**src/sv/four_level_page_table_walker_core_defines.svh**
```systemverilog
// ----------------------------------------------------------------------------
// Page table walker assertion macros
// Checks run on the block clock and are masked during reset where noted.
// ----------------------------------------------------------------------------
`ifndef FOUR_LEVEL_PAGE_TABLE_WALKER_CORE_DEFINES_SVH
`define FOUR_LEVEL_PAGE_TABLE_WALKER_CORE_DEFINES_SVH
`ifndef SYNTH
// clocked check, masked while reset is high
`define PTW_ASSERT(label, prop, msg) \
   label: assert property (@(posedge clock) disable iff (reset) prop) else $error(msg);
// clocked check, also live during reset
`define PTW_ASSERT_ALWAYS(label, prop, msg) \
   label: assert property (@(posedge clock) prop) else $error(msg);
`else
`define PTW_ASSERT(label, prop, msg)
`define PTW_ASSERT_ALWAYS(label, prop, msg)
`endif
`endif

```
**src/sv/ptw_pkg.sv**
```systemverilog
// ----------------------------------------------------------------------------
// Page table walker package
// Store geometry, entry layout, result codes and the RAM write beat type.
// ----------------------------------------------------------------------------
package ptw_pkg;

   // store geometry
   localparam int TABLE_PAGES  = 64;
   localparam int IDX_BITS     = 9;
   localparam int PAGE_BITS    = $clog2(TABLE_PAGES);
   localparam int FRAME_BITS   = 20;
   localparam int ENTRY_BITS   = FRAME_BITS + 2;
   localparam int ADDR_BITS    = PAGE_BITS + IDX_BITS;

   // fixed field widths
   localparam int TP_BITS      = 6;
   localparam int VP_BITS      = 4 * IDX_BITS;

   // action codes
   localparam logic ACT_WRITE     = 1'b0;
   localparam logic ACT_TRANSLATE = 1'b1;

   // status codes
   localparam logic [1:0] ST_MAPPED   = 2'd0;
   localparam logic [1:0] ST_UNMAPPED = 2'd1;
   localparam logic [1:0] ST_BAD_TBL  = 2'd2;
   localparam logic [1:0] ST_WRITE    = 2'd3;

   // page size codes
   localparam logic [1:0] SZ_NONE = 2'd0;
   localparam logic [1:0] SZ_4K   = 2'd1;
   localparam logic [1:0] SZ_2M   = 2'd2;
   localparam logic [1:0] SZ_1G   = 2'd3;

   // one write beat into the entry RAM
   typedef struct packed {
      logic                  en;
      logic [ADDR_BITS-1:0]  addr;
      logic [ENTRY_BITS-1:0] data;
   } ram_wr_type;

   // true when a page or frame number names a page held in the store
   function automatic logic in_store(input logic [63:0] num);
      in_store = num < 64'(TABLE_PAGES);
   endfunction

endpackage

```
**src/sv/ptw_clear_sweep.sv**
```systemverilog
// ----------------------------------------------------------------------------
// Entry store clear sweep
// After reset writes zero to every RAM entry, one entry per cycle.
// ----------------------------------------------------------------------------
`include "four_level_page_table_walker_core_defines.svh"

module ptw_clear_sweep (
   input  logic                clock,
   input  logic                reset,
   output logic                clr_busy,
   output ptw_pkg::ram_wr_type clr_wr
);

   logic                          busy_ff;
   logic                          busy_in;
   logic [ptw_pkg::ADDR_BITS-1:0] addr_ff;
   logic [ptw_pkg::ADDR_BITS-1:0] addr_in;

   // address counter, stops after the last entry
   always_comb begin
      busy_in = busy_ff;
      addr_in = addr_ff;
      if (busy_ff) begin
         addr_in = addr_ff + 1'b1;
         if (addr_ff == '1) begin
            busy_in = 1'b0;
         end
      end
   end

   always_ff @(posedge clock) begin
      if (reset) begin
         busy_ff <= 1'b1;
         addr_ff <= '0;
      end else begin
         busy_ff <= busy_in;
         addr_ff <= addr_in;
      end
   end

   assign clr_busy    = busy_ff;
   assign clr_wr.en   = busy_ff;
   assign clr_wr.addr = addr_ff;
   assign clr_wr.data = '0;

   `PTW_ASSERT(a_sweep_covers_all, $fell(busy_ff) |-> $past(addr_ff) == '1, "sweep ended early")

endmodule

```
**config.mk**
```make
export PLATFORM = sky130hd
export DESIGN_NAME = ptw_clear_sweep
export DESIGN_NICKNAME = d
export VERILOG_FILES = /design/src/sv/ptw_pkg.sv /design/src/sv/ptw_clear_sweep.sv
export VERILOG_INCLUDE_DIRS = /design/src /design/src/sv
export SDC_FILE = /design/constraint.sdc
export NUM_CORES = 1
export LEC_CHECK = 0
export ABC_AREA = 1
export BUFFER_PORTS_ARGS = -buffer_cell sky130_fd_sc_hd__buf_2
export CORE_UTILIZATION = 45
export CTS_CLUSTER_DIAMETER = 50
export DETAILED_ROUTE_END_ITERATION = 10
export PLACE_DENSITY = 0.78
export SETUP_SLACK_MARGIN = 0.02
export SLEW_MARGIN = 10
export SYNTH_ARGS = -nofsm -noshare
export SYNTH_HDL_FRONTEND = slang
export SYNTH_SLANG_ARGS = --single-unit
```
**constraint.sdc**
```tcl
create_clock -name clock -period 3.6 [get_ports clock]
set_input_delay 0.18 -clock clock [delete_from_list [all_inputs] [get_ports clock]]
set_output_delay 0.18 -clock clock [all_outputs]
set_load 0.005 [all_outputs]
```
==> results.py <==
metrics = {
    "status": {
        "outcome": "finished clean",
    },
    "sta": {
        "setup_violations": 0,
        "hold_slack_ps": 104,
        "slew_viol_final": 0,
        "fin_crit_ps": 1340,
        "fin_tns_setup_ps": 0,
        "rsz0062_at_grt": "no",
        "clock_skew_ps": 0.777,
        "period_share_pct": 37.3,
        "finalWorstSetupSlack_ps": 2260,
        "hold_viol": 0,
        "fmax_ghz": 0.744,
    },
    "cts": {
        "ctsHoldBuffers": 0,
        "cts.sinks": 16,
        "cts_tree": "built",
        "insertion_delay_ps": 280,
        "cts_resized": 0,
        "cts_setup_buffers": 0,
        "h-tree-depth": 1,
        "clockBufferDepth": 2,
        "cts_buffers": 3,
        "clkTransAtPathRegs_ps": 100,
        "cts_root_buf": "clkbuf_4",
    },
    "synth": {
        "yosysSeqAreaShare_pct": 32.3,
        "synth-seq-cells": 16,
        "ys_types": 17,
        "yosys_warnings": 0,
        "syn_area_um2": 992,
        "syn_area_per_cell_um2": 6.61,
        "postSynthCellCount": 150,
    },
    "hold_path": {
        "hp-class": "in2reg",
    },
    "cells_and_area": {
        "n_fill_cell": 216,
        "design_area_mm2": 0.00105,
        "drive_gt1_share_pct": 16.1,
        "final_common_cell": "nand2_1",
        "area_growth_pct": 5.42,
        "diodes": 0,
        "most-common-layout-cells": "33 x nand2_1, 26 x nor2_1, 22 x conb_1",
        "nets": 172,
    },
    "global_routing": {
        "grt_pass1_wl_mm": 2.94,
        "grt.total_usage_pct": 15.3,
        "grt.met1_usage_pct": 20.0,
        "grt-busiest-layer": "met2",
        "use_met2_pct": 26.4,
        "grt_pass1_vias": 721,
        "met3_usage_pct": 1.87,
        "grt_overflow": 0,
        "grt_max_degree": 14,
        "antenna_found_initial": 0,
    },
    "worst_setup_path": {
        "cp-end-kind": "flop",
        "crit_path_cell_trace": "ha_1 -> nand3_1 -> nor2_4 -> nand2_1 -> o21ai_0 -> nor2_1",
        "arrival_ps": 1530,
        "max_stage_delay_ps": 430,
        "crit_required_ps": 3790,
        "criticalPathCategory": "reg2reg",
        "worstSetupStartpointType": "flop",
        "crit_fanout": 8,
        "slowest_stage": "dfxtp_1",
    },
    "placement": {
        "dp_slack_ps": 2270,
        "dp_hpwl_mm": 1.45,
        "gp_congestion": 0.815,
        "port_buffers": 18,
        "placed_area_mm2": 0.00101,
    },
    "route": {
        "via_count": 911,
        "firstDrtPassIters": 4,
        "drt_iter0_drc": 20,
        "avgViaCountPerCell": 4.67,
        "wl_per_cell_um": 9.29,
        "drc": 0,
        "wl_mm": 1.81,
        "ant_nets": 0,
    },
    "die": {
        "initial_core_util_pct": 49.1,
        "die_h_um": 49.0,
        "dieArea_mm2": 0.00240,
        "boundaryPins": 41,
        "core_area_mm2": 0.00202,
        "die_w_um": 49.0,
        "num_rows": 16,
    },
    "job": {
        "maxCapViolCount": 0,
    },
    "power": {
        "peakVddDrop_mv": 0.232,
        "fin_total_pwr_mw": 0.324,
        "p_leak_nw": 0.479,
        "pwr_density_cell_mw_per_mm2": 310,
    },
}
## layout make-up
type	count	area, µm²	share of cell area [%]
clock buffers	4	36.3	3.47
inverters	13	48.8	4.67
multi-input cells	117	517	49.4
flip-flops and latches	16	320	30.6
well taps	27	33.8	3.23
repair buffers	18	90.1	8.61
## synth_stat cells
library cell,number,area share [%]
dfxtp_1,16,32
nand4_1,3,1.9
nand2_1,33,12
nor2_4,2,2.3
o21ai_0,4,2.0
a21oi_1,5,2.5
nand3_1,14,7.1
conb_1,1,0.38
o21bai_1,1,0.76
buf_4,24,18
nand3b_1,1,0.76
ha_1,1,1.3
inv_1,13,4.9
buf_2,1,0.50
nor3_1,2,1.0
nor2_2,3,1.9
nor2_1,26,9.8
## state kept, by name (all words and copies together) (netlist names)
register  cells
clr_busy      1
addr_ff      15
## worst max-delay path, delay by kind of cell (launching register included)
kind,cells,cell delay [ps]
AND/OR/NAND/NOR,4,430
flip-flops,1,430
AO/OA/AOI/OAI,1,140
adder cells (fa/ha/maj),1,240
## where the power goes
group          internal [mW]  leakage, nW  switching, mW
sequential             0.180        0.130        0.00384
clock                 0.0615       0.0210         0.0593
combinational        0.00615        0.328         0.0140
## worst paths after layout
| path | start | to | slack [ps] | cells after the start |
|---|---|---|---|---|
| setup / recovery | addr_ff[0]$_SDFFE_PP0P_ | addr_ff[12]$_SDFFE_PP0P_ | 2260 | 6 |
| hold / removal | reset | addr_ff[11]$_SDFFE_PP0P_ | 100 | 2 |
| setup reg to reg | addr_ff[0]$_SDFFE_PP0P_ | addr_ff[12]$_SDFFE_PP0P_ | 2260 | 6 |
| hold reg to reg | addr_ff[5]$_SDFFE_PP0P_ | addr_ff[5]$_SDFFE_PP0P_ | 540 | 2 |
## logic make-up (layout without fill, tap and decap cells)
logic type	after synthesis	after routing	share of synthesized area, %
simple gates	84	84	37.2
fa+ha+maj	1	1	1.26
flops	16	16	32.3
other cells	1	22	0.378
buf+inv	38	35	23.6
compound gates	10	10	5.30
## stage by stage
step	instances	util (%)
floorplan	171	-
global placement	191	49.9
detailed placement	191	49.9
CTS	195	51.7
global route	195	51.7
finish	195	51.7
## per-layer routing
layer  share of wire [%]  vias to the layer above
met5                   0                        -
met2                  47                       45
li1                    -                      463
met1                  45                      399
met3                 7.1                        4
met4                0.99                        0
Power figures use the tool's default switching activity.
