File: config.mk
export PLATFORM = sky130hd
export DESIGN_NAME = ptw_walk_ctrl
export DESIGN_NICKNAME = d
export VERILOG_FILES = /design/src/sv/ptw_pkg.sv /design/src/sv/ptw_walk_ctrl.sv
export VERILOG_INCLUDE_DIRS = /design/src /design/src/sv
export SDC_FILE = /design/constraint.sdc
export NUM_CORES = 1
export LEC_CHECK = 0
export ABC_CLOCK_PERIOD_IN_PS = 7200
export BUFFER_PORTS_ARGS = -buffer_cell sky130_fd_sc_hd__buf_2
export CORE_MARGIN = 2
export CORE_UTILIZATION = 40
export CTS_BUF_LIST = sky130_fd_sc_hd__clkbuf_8
export CTS_CLUSTER_DIAMETER = 60
export CTS_CLUSTER_SIZE = 40
export DETAILED_ROUTE_END_ITERATION = 16
export GPL_TIMING_DRIVEN = 0
export PLACE_DENSITY = 0.66
export SETUP_SLACK_MARGIN = 0.05
export SLEW_MARGIN = 20
export SYNTH_ARGS = -nofsm -noshare
export SYNTH_HDL_FRONTEND = slang
export SYNTH_SLANG_ARGS = --single-unit
File: constraint.sdc
create_clock -name clock -period 7.2 [get_ports clock]
set_input_delay 0 -clock clock [delete_from_list [all_inputs] [get_ports clock]]
set_output_delay 0 -clock clock [all_outputs]
set_load 0.01 [all_outputs]
File: src/sv/four_level_page_table_walker_core_defines.svh
// ----------------------------------------------------------------------------
// Page table walker assertion macros
// Checks run on the block clock and are masked during reset where noted.
// ----------------------------------------------------------------------------
`ifndef FOUR_LEVEL_PAGE_TABLE_WALKER_CORE_DEFINES_SVH
`define FOUR_LEVEL_PAGE_TABLE_WALKER_CORE_DEFINES_SVH
`ifndef SYNTH
// clocked check, masked while reset is high
`define PTW_ASSERT(label, prop, msg) \
   label: assert property (@(posedge clock) disable iff (reset) prop) else $error(msg);
// clocked check, also live during reset
`define PTW_ASSERT_ALWAYS(label, prop, msg) \
   label: assert property (@(posedge clock) prop) else $error(msg);
`else
`define PTW_ASSERT(label, prop, msg)
`define PTW_ASSERT_ALWAYS(label, prop, msg)
`endif
`endif

File: src/sv/ptw_pkg.sv
// ----------------------------------------------------------------------------
// Page table walker package
// Store geometry, entry layout, result codes and the RAM write beat type.
// ----------------------------------------------------------------------------
package ptw_pkg;

   // store geometry
   localparam int TABLE_PAGES  = 64;
   localparam int IDX_BITS     = 9;
   localparam int PAGE_BITS    = $clog2(TABLE_PAGES);
   localparam int FRAME_BITS   = 20;
   localparam int ENTRY_BITS   = FRAME_BITS + 2;
   localparam int ADDR_BITS    = PAGE_BITS + IDX_BITS;

   // fixed field widths
   localparam int TP_BITS      = 6;
   localparam int VP_BITS      = 4 * IDX_BITS;

   // action codes
   localparam logic ACT_WRITE     = 1'b0;
   localparam logic ACT_TRANSLATE = 1'b1;

   // status codes
   localparam logic [1:0] ST_MAPPED   = 2'd0;
   localparam logic [1:0] ST_UNMAPPED = 2'd1;
   localparam logic [1:0] ST_BAD_TBL  = 2'd2;
   localparam logic [1:0] ST_WRITE    = 2'd3;

   // page size codes
   localparam logic [1:0] SZ_NONE = 2'd0;
   localparam logic [1:0] SZ_4K   = 2'd1;
   localparam logic [1:0] SZ_2M   = 2'd2;
   localparam logic [1:0] SZ_1G   = 2'd3;

   // one write beat into the entry RAM
   typedef struct packed {
      logic                  en;
      logic [ADDR_BITS-1:0]  addr;
      logic [ENTRY_BITS-1:0] data;
   } ram_wr_type;

   // true when a page or frame number names a page held in the store
   function automatic logic in_store(input logic [63:0] num);
      in_store = num < 64'(TABLE_PAGES);
   endfunction

endpackage

File: src/sv/ptw_walk_ctrl.sv
// ----------------------------------------------------------------------------
// Walk controller
// Accepts item beats, writes entries, walks the four table levels through
// the entry RAM and holds the result beat in an output register.
// ----------------------------------------------------------------------------
`include "four_level_page_table_walker_core_defines.svh"

module ptw_walk_ctrl (
   input  logic                           clock,
   input  logic                           reset,
   // item channel
   input  logic                           req_valid,
   output logic                           req_stall,
   input  logic                           req_action,
   input  logic [ptw_pkg::TP_BITS-1:0]    req_table_page,
   input  logic [ptw_pkg::IDX_BITS-1:0]   req_entry_index,
   input  logic                           req_entry_present,
   input  logic                           req_entry_large,
   input  logic [ptw_pkg::FRAME_BITS-1:0] req_entry_frame,
   input  logic [ptw_pkg::VP_BITS-1:0]    req_virt_page_num,
   // result channel
   output logic                           rsp_valid,
   input  logic                           rsp_stall,
   output logic [1:0]                     rsp_status,
   output logic [1:0]                     rsp_page_size_code,
   output logic [ptw_pkg::FRAME_BITS-1:0] rsp_page_frame,
   output logic [ptw_pkg::FRAME_BITS-1:0] rsp_upper_dir_frame,
   output logic [ptw_pkg::FRAME_BITS-1:0] rsp_middle_dir_frame,
   output logic [ptw_pkg::FRAME_BITS-1:0] rsp_leaf_table_frame,
   // root table page and clear sweep state
   input  logic [ptw_pkg::TP_BITS-1:0]    root_table_page,
   input  logic                           clr_busy,
   // entry RAM
   output ptw_pkg::ram_wr_type            walk_wr,
   output logic                           rd_en,
   output logic [ptw_pkg::ADDR_BITS-1:0]  rd_addr,
   input  logic [ptw_pkg::ENTRY_BITS-1:0] rd_data
);

   localparam logic [1:0] S_IDLE = 2'd0;
   localparam logic [1:0] S_WALK = 2'd1;
   localparam logic [1:0] S_FIN  = 2'd2;

   // level of the entry coming back from the RAM
   localparam logic [1:0] LVL_TOP    = 2'd3;
   localparam logic [1:0] LVL_UPPER  = 2'd2;
   localparam logic [1:0] LVL_MIDDLE = 2'd1;
   localparam logic [1:0] LVL_LEAF   = 2'd0;

   localparam int IB = ptw_pkg::IDX_BITS;

   logic [1:0]                     state_ff, state_in;
   logic [1:0]                     lvl_ff, lvl_in;
   logic [ptw_pkg::VP_BITS-1:0]    vp_ff, vp_in;
   logic [1:0]                     status_ff, status_in;
   logic [1:0]                     size_ff, size_in;
   logic [ptw_pkg::FRAME_BITS-1:0] page_ff, page_in;
   logic [ptw_pkg::FRAME_BITS-1:0] upper_ff, upper_in;
   logic [ptw_pkg::FRAME_BITS-1:0] middle_ff, middle_in;
   logic [ptw_pkg::FRAME_BITS-1:0] leaf_ff, leaf_in;

   logic                           rsp_valid_ff, rsp_valid_in;
   logic [1:0]                     rsp_status_ff;
   logic [1:0]                     rsp_size_ff;
   logic [ptw_pkg::FRAME_BITS-1:0] rsp_page_ff;
   logic [ptw_pkg::FRAME_BITS-1:0] rsp_upper_ff;
   logic [ptw_pkg::FRAME_BITS-1:0] rsp_middle_ff;
   logic [ptw_pkg::FRAME_BITS-1:0] rsp_leaf_ff;

   logic                           accept;
   logic                           out_free;
   logic                           out_load;
   logic                           e_present;
   logic                           e_large;
   logic [ptw_pkg::FRAME_BITS-1:0] e_frame;
   logic                           e_frame_ok;
   logic [ptw_pkg::PAGE_BITS-1:0]  e_page;

   // handshakes
   assign req_stall = clr_busy || (state_ff != S_IDLE);
   assign accept    = req_valid && !req_stall;
   assign out_free  = !rsp_valid_ff || !rsp_stall;
   assign out_load  = (state_ff == S_FIN) && out_free;

   // entry returned by the RAM
   assign e_present  = rd_data[0];
   assign e_large    = rd_data[1];
   assign e_frame    = rd_data[ptw_pkg::ENTRY_BITS-1:2];
   assign e_frame_ok = ptw_pkg::in_store(64'(e_frame));
   assign e_page     = ptw_pkg::PAGE_BITS'(e_frame);

   // walk sequencer
   always_comb begin
      state_in     = state_ff;
      lvl_in       = lvl_ff;
      vp_in        = vp_ff;
      status_in    = status_ff;
      size_in      = size_ff;
      page_in      = page_ff;
      upper_in     = upper_ff;
      middle_in    = middle_ff;
      leaf_in      = leaf_ff;
      rd_en        = 1'b0;
      rd_addr      = '0;
      walk_wr.en   = 1'b0;
      walk_wr.addr = '0;
      walk_wr.data = '0;
      unique case (state_ff)
         S_IDLE: begin
            if (accept) begin
               vp_in     = req_virt_page_num;
               status_in = ptw_pkg::ST_UNMAPPED;
               size_in   = ptw_pkg::SZ_NONE;
               page_in   = '0;
               upper_in  = '0;
               middle_in = '0;
               leaf_in   = '0;
               state_in  = S_FIN;
               if (req_action == ptw_pkg::ACT_WRITE) begin
                  walk_wr.en   = ptw_pkg::in_store(64'(req_table_page));
                  walk_wr.addr = {ptw_pkg::PAGE_BITS'(req_table_page), req_entry_index};
                  walk_wr.data = {req_entry_frame, req_entry_large, req_entry_present};
                  status_in    = ptw_pkg::ST_WRITE;
               end else if (!ptw_pkg::in_store(64'(root_table_page))) begin
                  status_in = ptw_pkg::ST_BAD_TBL;
               end else begin
                  rd_en    = 1'b1;
                  rd_addr  = {ptw_pkg::PAGE_BITS'(root_table_page),
                              req_virt_page_num[4*IB-1:3*IB]};
                  lvl_in   = LVL_TOP;
                  state_in = S_WALK;
               end
            end
         end
         S_WALK: begin
            state_in = S_FIN;
            unique case (lvl_ff)
               LVL_TOP: begin
                  if (e_present) begin
                     upper_in = e_frame;
                     if (e_frame_ok) begin
                        rd_en    = 1'b1;
                        rd_addr  = {e_page, vp_ff[3*IB-1:2*IB]};
                        lvl_in   = LVL_UPPER;
                        state_in = S_WALK;
                     end else begin
                        status_in = ptw_pkg::ST_BAD_TBL;
                     end
                  end
               end
               LVL_UPPER: begin
                  if (e_present && !e_large) begin
                     middle_in = e_frame;
                     if (e_frame_ok) begin
                        rd_en    = 1'b1;
                        rd_addr  = {e_page, vp_ff[2*IB-1:IB]};
                        lvl_in   = LVL_MIDDLE;
                        state_in = S_WALK;
                     end else begin
                        status_in = ptw_pkg::ST_BAD_TBL;
                     end
                  end else if (e_present) begin
                     status_in = ptw_pkg::ST_MAPPED;
                     size_in   = ptw_pkg::SZ_1G;
                     page_in   = e_frame;
                  end
               end
               LVL_MIDDLE: begin
                  if (e_present && !e_large) begin
                     leaf_in = e_frame;
                     if (e_frame_ok) begin
                        rd_en    = 1'b1;
                        rd_addr  = {e_page, vp_ff[IB-1:0]};
                        lvl_in   = LVL_LEAF;
                        state_in = S_WALK;
                     end else begin
                        status_in = ptw_pkg::ST_BAD_TBL;
                     end
                  end else if (e_present) begin
                     status_in = ptw_pkg::ST_MAPPED;
                     size_in   = ptw_pkg::SZ_2M;
                     page_in   = e_frame;
                  end
               end
               LVL_LEAF: begin
                  if (e_present) begin
                     status_in = ptw_pkg::ST_MAPPED;
                     size_in   = ptw_pkg::SZ_4K;
                     page_in   = e_frame;
                  end
               end
               default: state_in = S_FIN;
            endcase
         end
         S_FIN: begin
            if (out_free) begin
               state_in = S_IDLE;
            end
         end
         default: state_in = S_IDLE;
      endcase
   end

   // result beat register
   assign rsp_valid_in = out_load || (rsp_valid_ff && rsp_stall);

   always_ff @(posedge clock) begin
      if (reset) begin
         state_ff     <= S_IDLE;
         rsp_valid_ff <= 1'b0;
      end else begin
         state_ff     <= state_in;
         rsp_valid_ff <= rsp_valid_in;
      end
   end

   always_ff @(posedge clock) begin
      lvl_ff    <= lvl_in;
      vp_ff     <= vp_in;
      status_ff <= status_in;
      size_ff   <= size_in;
      page_ff   <= page_in;
      upper_ff  <= upper_in;
      middle_ff <= middle_in;
      leaf_ff   <= leaf_in;
      if (out_load) begin
         rsp_status_ff <= status_ff;
         rsp_size_ff   <= size_ff;
         rsp_page_ff   <= page_ff;
         rsp_upper_ff  <= upper_ff;
         rsp_middle_ff <= middle_ff;
         rsp_leaf_ff   <= leaf_ff;
      end
   end

   assign rsp_valid            = rsp_valid_ff;
   assign rsp_status           = rsp_status_ff;
   assign rsp_page_size_code   = rsp_size_ff;
   assign rsp_page_frame       = rsp_page_ff;
   assign rsp_upper_dir_frame  = rsp_upper_ff;
   assign rsp_middle_dir_frame = rsp_middle_ff;
   assign rsp_leaf_table_frame = rsp_leaf_ff;

   `PTW_ASSERT(a_write_rsp_clean, rsp_valid_ff && (rsp_status_ff == ptw_pkg::ST_WRITE) |-> (rsp_size_ff == ptw_pkg::SZ_NONE) && (rsp_page_ff == '0) && (rsp_upper_ff == '0) && (rsp_leaf_ff == '0), "write beat carries walk data")
   `PTW_ASSERT(a_mapped_has_size, rsp_valid_ff && (rsp_status_ff == ptw_pkg::ST_MAPPED) |-> rsp_size_ff != ptw_pkg::SZ_NONE, "mapped result without page size")
   `PTW_ASSERT(a_no_read_in_sweep, rd_en |-> !clr_busy, "RAM read during clear sweep")
   `PTW_ASSERT(a_level_steps_down, (state_ff == S_WALK) && (state_in == S_WALK) |=> lvl_ff == $past(lvl_ff) - 2'd1, "walk level did not step down")

endmodule

==> summary.txt <==
Clock tree
  – Clock-pin slew on the worst setup and hold paths: 0.10 ns
  – Htree depth: 4
  – Num CTS Buffers: 17
  – Post-CTS Resized: 0
  – Setup Buffers After CTS: 0
  – Sink Count: 200
  – Worst skew pair latency: 0.46 ns
  – Clk root buf: clkbuf_8
  – CTS tree: yes
  – CTS Buffer Depth: 2

Timing
  – Unrepaired setup endpoints after global routing: no
  – Slew margin rel.: 0.3088
  – Final hold viol count: 0
  – Setup violations, final: 0
  – Fin. max-slew vios: 0
  – Post-route clock skew: 0.01059 ns
  – Min Clock Period, post-route: 3.010 ns
  – Fin worst setup slack: 4.190 ns
  – WHS: 0.07491 ns
  – Final Cycle Share: 0.4180
  – Setup TNS: 0 ns
  – Max Freq: 332.2 MHz
  – Slew at the pin with the worst max-slew slack: 1.036 ns

Drt
  – Highest routed layer: met4
  – DR vias: 4928
  – Drt pass-1 iters: 4
  – Final wirelength: 17.27 mm
  – ANT nets after route: 0
  – Via density: 4.874
  – Routed wl met3: 998 um
  – Met2 Wirelength: 8.426 mm
  – DR DRC count: 0
  – WL/cell: 17.08 um
  – WL met1: 7.294 mm
  – Drt first-iter violations: 223

Floorplan
  – Chip height: 141.0 um
  – Starting Density: 0.4039
  – I/O pin total: 247
  – Die width: 141.0 um
  – # rows: 50
  – Die outline area: 0.01987 sq mm
  – CORE AREA: 0.01858 sq mm

Yosys
  – Cell variety after synth: 38
  – Top-area cell type share of the netlist area: 0.7883
  – Mapped Avg Cell Area: 17.02 sq um
  – Ys async rst share: 0
  – Post-synth top cells: edfxtp_1, and2_1, nor2_1, nand2_1, mux2i_1
  – Top-count cell post-synth: edfxtp_1
  – Synth Register Bits: 200
  – Sequential share of the synthesized area: 0.7963
  – EDFF count, synth: 197
  – Top cells by area, synth: edfxtp_1, and2_1, mux2i_1
  – Mapped Cells: 441
  – Area leader, netlist: edfxtp_1
  – Synth Cell Area: 0.007505 sq mm
  – Top_reg_cell synth: edfxtp_1
  – Synthesized Nets: 554
  – Yosys Warn Count: 0

GRT
  – Initial antenna violation count: 0
  – Global-route wire length before repair: 26.56 mm
  – Total GRT Usage: 0.1757
  – Vias in the first global route: 5203
  – Residual overflow from global routing: 0
  – Largest net degree at the start of global routing: 30

Placed design
  – HPWL Detailed: 12.29 mm
  – Dpl ws: 4.177 ns
  – Port Buffers: 246
  – Routability congestion estimate: 0.8275

Setup path
  – Crit-path max FO: 29
  – Crit-path max cell delay: 0.77 ns
  – Highest-delay cell along the critical path: inv_1
  – CP Class: reg2reg
  – Crit path DAT: 3.11 ns
  – Reg2reg setup slack: 4.19 ns
  – Critical path required time: 7.30 ns
  – Critical path buffers and inverters: 2
  – Worst Reg2Reg Path Length in Cells: 4
  – Crit Reg-Reg Endpoint: upper_ff[10]$_DFFE_PP_
  – Reg-to-reg critical path startpoint: state_ff[1]$_SDFFE_PP0P_
  – Startpoint types: register
  – Worst Setup End Kind: register
  – Family with the most delay on the worst path: simple AND/OR/NAND/NOR gates
  – Crit-path cells: or4b_1 -> buf_2 -> inv_1 -> or2_2

Power
  – Combinational share of power: 0.076
  – Sw power: 0.4995 mW
  – Internal Dissipation: 1.677 mW
  – Switching Fraction: 0.2295
  – P_leak: 4.090 nW
  – VDD IR max: 0.0001196 V
  – Clock network power share: 0.313
  – Total power per unit cell area: 215.9 mW/mm^2
  – Sequential Power Share: 0.611

Status
  – Status: complete, no violations

Finish
  – Fillers: 1511
  – Number of diodes: 0
  – Fin nets: 877
  – Layout area overhead: 34.31%
  – Final core utilization: 0.5425
  – Fraction of layout cells with a size suffix above 1: 0.3887

Min path
  – Hold path startpoint: rd_data[1]
  – Hold path depth: 4
  – Hold Path Class: in2reg
  – Worst Hold Path EP: state_ff[1]$_SDFFE_PP0P_

Flow run
  – Max-cap violations: 0
## worst register-to-register path: stages (launching register included)
cell     delay (ns)
dfxtp_1        0.40
or4b_1         0.53
buf_2          0.22
inv_1          0.78
or2_2          0.71
## layout make-up
| cell class | instances | area, sq um | share of cell area |
|---|---|---|---|
| Clock inverter | 15 | 145.1 | 0.01440 |
| Timing Repair Buffer | 304 | 1883 | 0.1868 |
| Multi-Input combinational cell | 216 | 1423 | 0.1411 |
| Sequential cell | 200 | 5976 | 0.5928 |
| Inverter | 7 | 26.28 | 0.002607 |
| Clock buffer | 17 | 234.0 | 0.02321 |
| Tap cell | 234 | 292.8 | 0.02905 |
| Buffer | 18 | 100.1 | 0.009930 |
## worst max-delay path by stage
stage,startpoint,end,slack [ns],cells after the start
6_report,state_ff[1]$_SDFFE_PP0P_,upper_ff[10]$_DFFE_PP_,4.19,4
5_1_grt,state_ff[1]$_SDFFE_PP0P_,upper_ff[10]$_DFFE_PP_,4.00,4
4_1_cts,state_ff[1]$_SDFFE_PP0P_,upper_ff[10]$_DFFE_PP_,4.16,4
3_3_place_gp,state_ff[1]$_SDFFE_PP0P_,rsp_upper_dir_frame[18]$_DFFE_PP_,0.59,2
2_1_floorplan,state_ff[0]$_SDFFE_PP0P_,rsp_leaf_table_frame[0]$_DFFE_PP_,2.06,2
3_5_place_dp,state_ff[1]$_SDFFE_PP0P_,upper_ff[2]$_DFFE_PP_,4.18,4
## layout by cell type (no fill, tap or decap), types with 5 or more instances in the layout
| cell type | instances |
|---|---|
| nand2b_1 | 5 |
| ha_1 | 6 |
| nor2_1 | 30 |
| inv_1 | 7 |
| clkbuf_8 | 17 |
| buf_2 | 251 |
| edfxtp_1 | 197 |
| o21ai_0 | 15 |
| mux2i_1 | 20 |
| nand2_1 | 19 |
| a21oi_1 | 7 |
| clkbuf_1 | 7 |
| dlygate4sd3_1 | 53 |
| and2_1 | 56 |
| a22oi_1 | 10 |
| a22o_1 | 15 |
## logic make-up (layout without fill, tap and decap cells)
logic type,Yosys count,after routing,synth area share
and+or+nand+nor,134,134,0.09937
DFF,200,200,0.7963
muxes,20,20,0.02668
AOI/OAI and AO/OA,56,56,0.05085
adders and majority gates,6,6,0.01000
buffers and inverters,25,361,0.01684
## routing by layer
layer,vias up,track usage
met2,225,0.2922
li1,2301,-
met1,2372,0.2139
met3,30,0.04993
met5,-,0
met4,0,0.08053
## power by group through the flow
stage | Clock, mW | Combinational (mW) | Sequential (mW)
3_5_place_dp | 0 | 0.144 | 1.36
2_1_floorplan | 0 | 0.0555 | 1.36
3_3_place_gp | 0 | 0.132 | 1.36
4_1_cts | 0.701 | 0.166 | 1.33
6_report | 0.682 | 0.165 | 1.33
5_1_grt | 0.751 | 0.179 | 1.33
## sequential cells by signal (all words and copies together), names as in the netlist
name	flops
leaf_ff	20
lvl_ff	2
middle_ff	20
page_ff	20
rsp_leaf_table_frame	20
rsp_middle_dir_frame	20
rsp_page_frame	20
rsp_page_size_code	2
rsp_status	2
rsp_upper_dir_frame	20
rsp_valid	1
size_ff	2
state_ff	2
status_ff	2
upper_ff	20
vp_ff	27
## timing repair
item / CTS / global route
hold endpoints to repair: 117 / 0
hold buffers: 53 / 0
setup endpoints to repair: 0 / 0
## metrics by stage
stage          cell area, sq um  total power [mW]  instances
6_report                  10080             2.176       1011
5_1_grt                   10080             2.264       1011
4_1_cts                   10070             2.198       1011
3_5_place_dp               9165             1.501        926
3_3_place_gp               9029             1.491        921
2_1_floorplan              7505             1.418        441
Power figures use the tool's default switching activity.
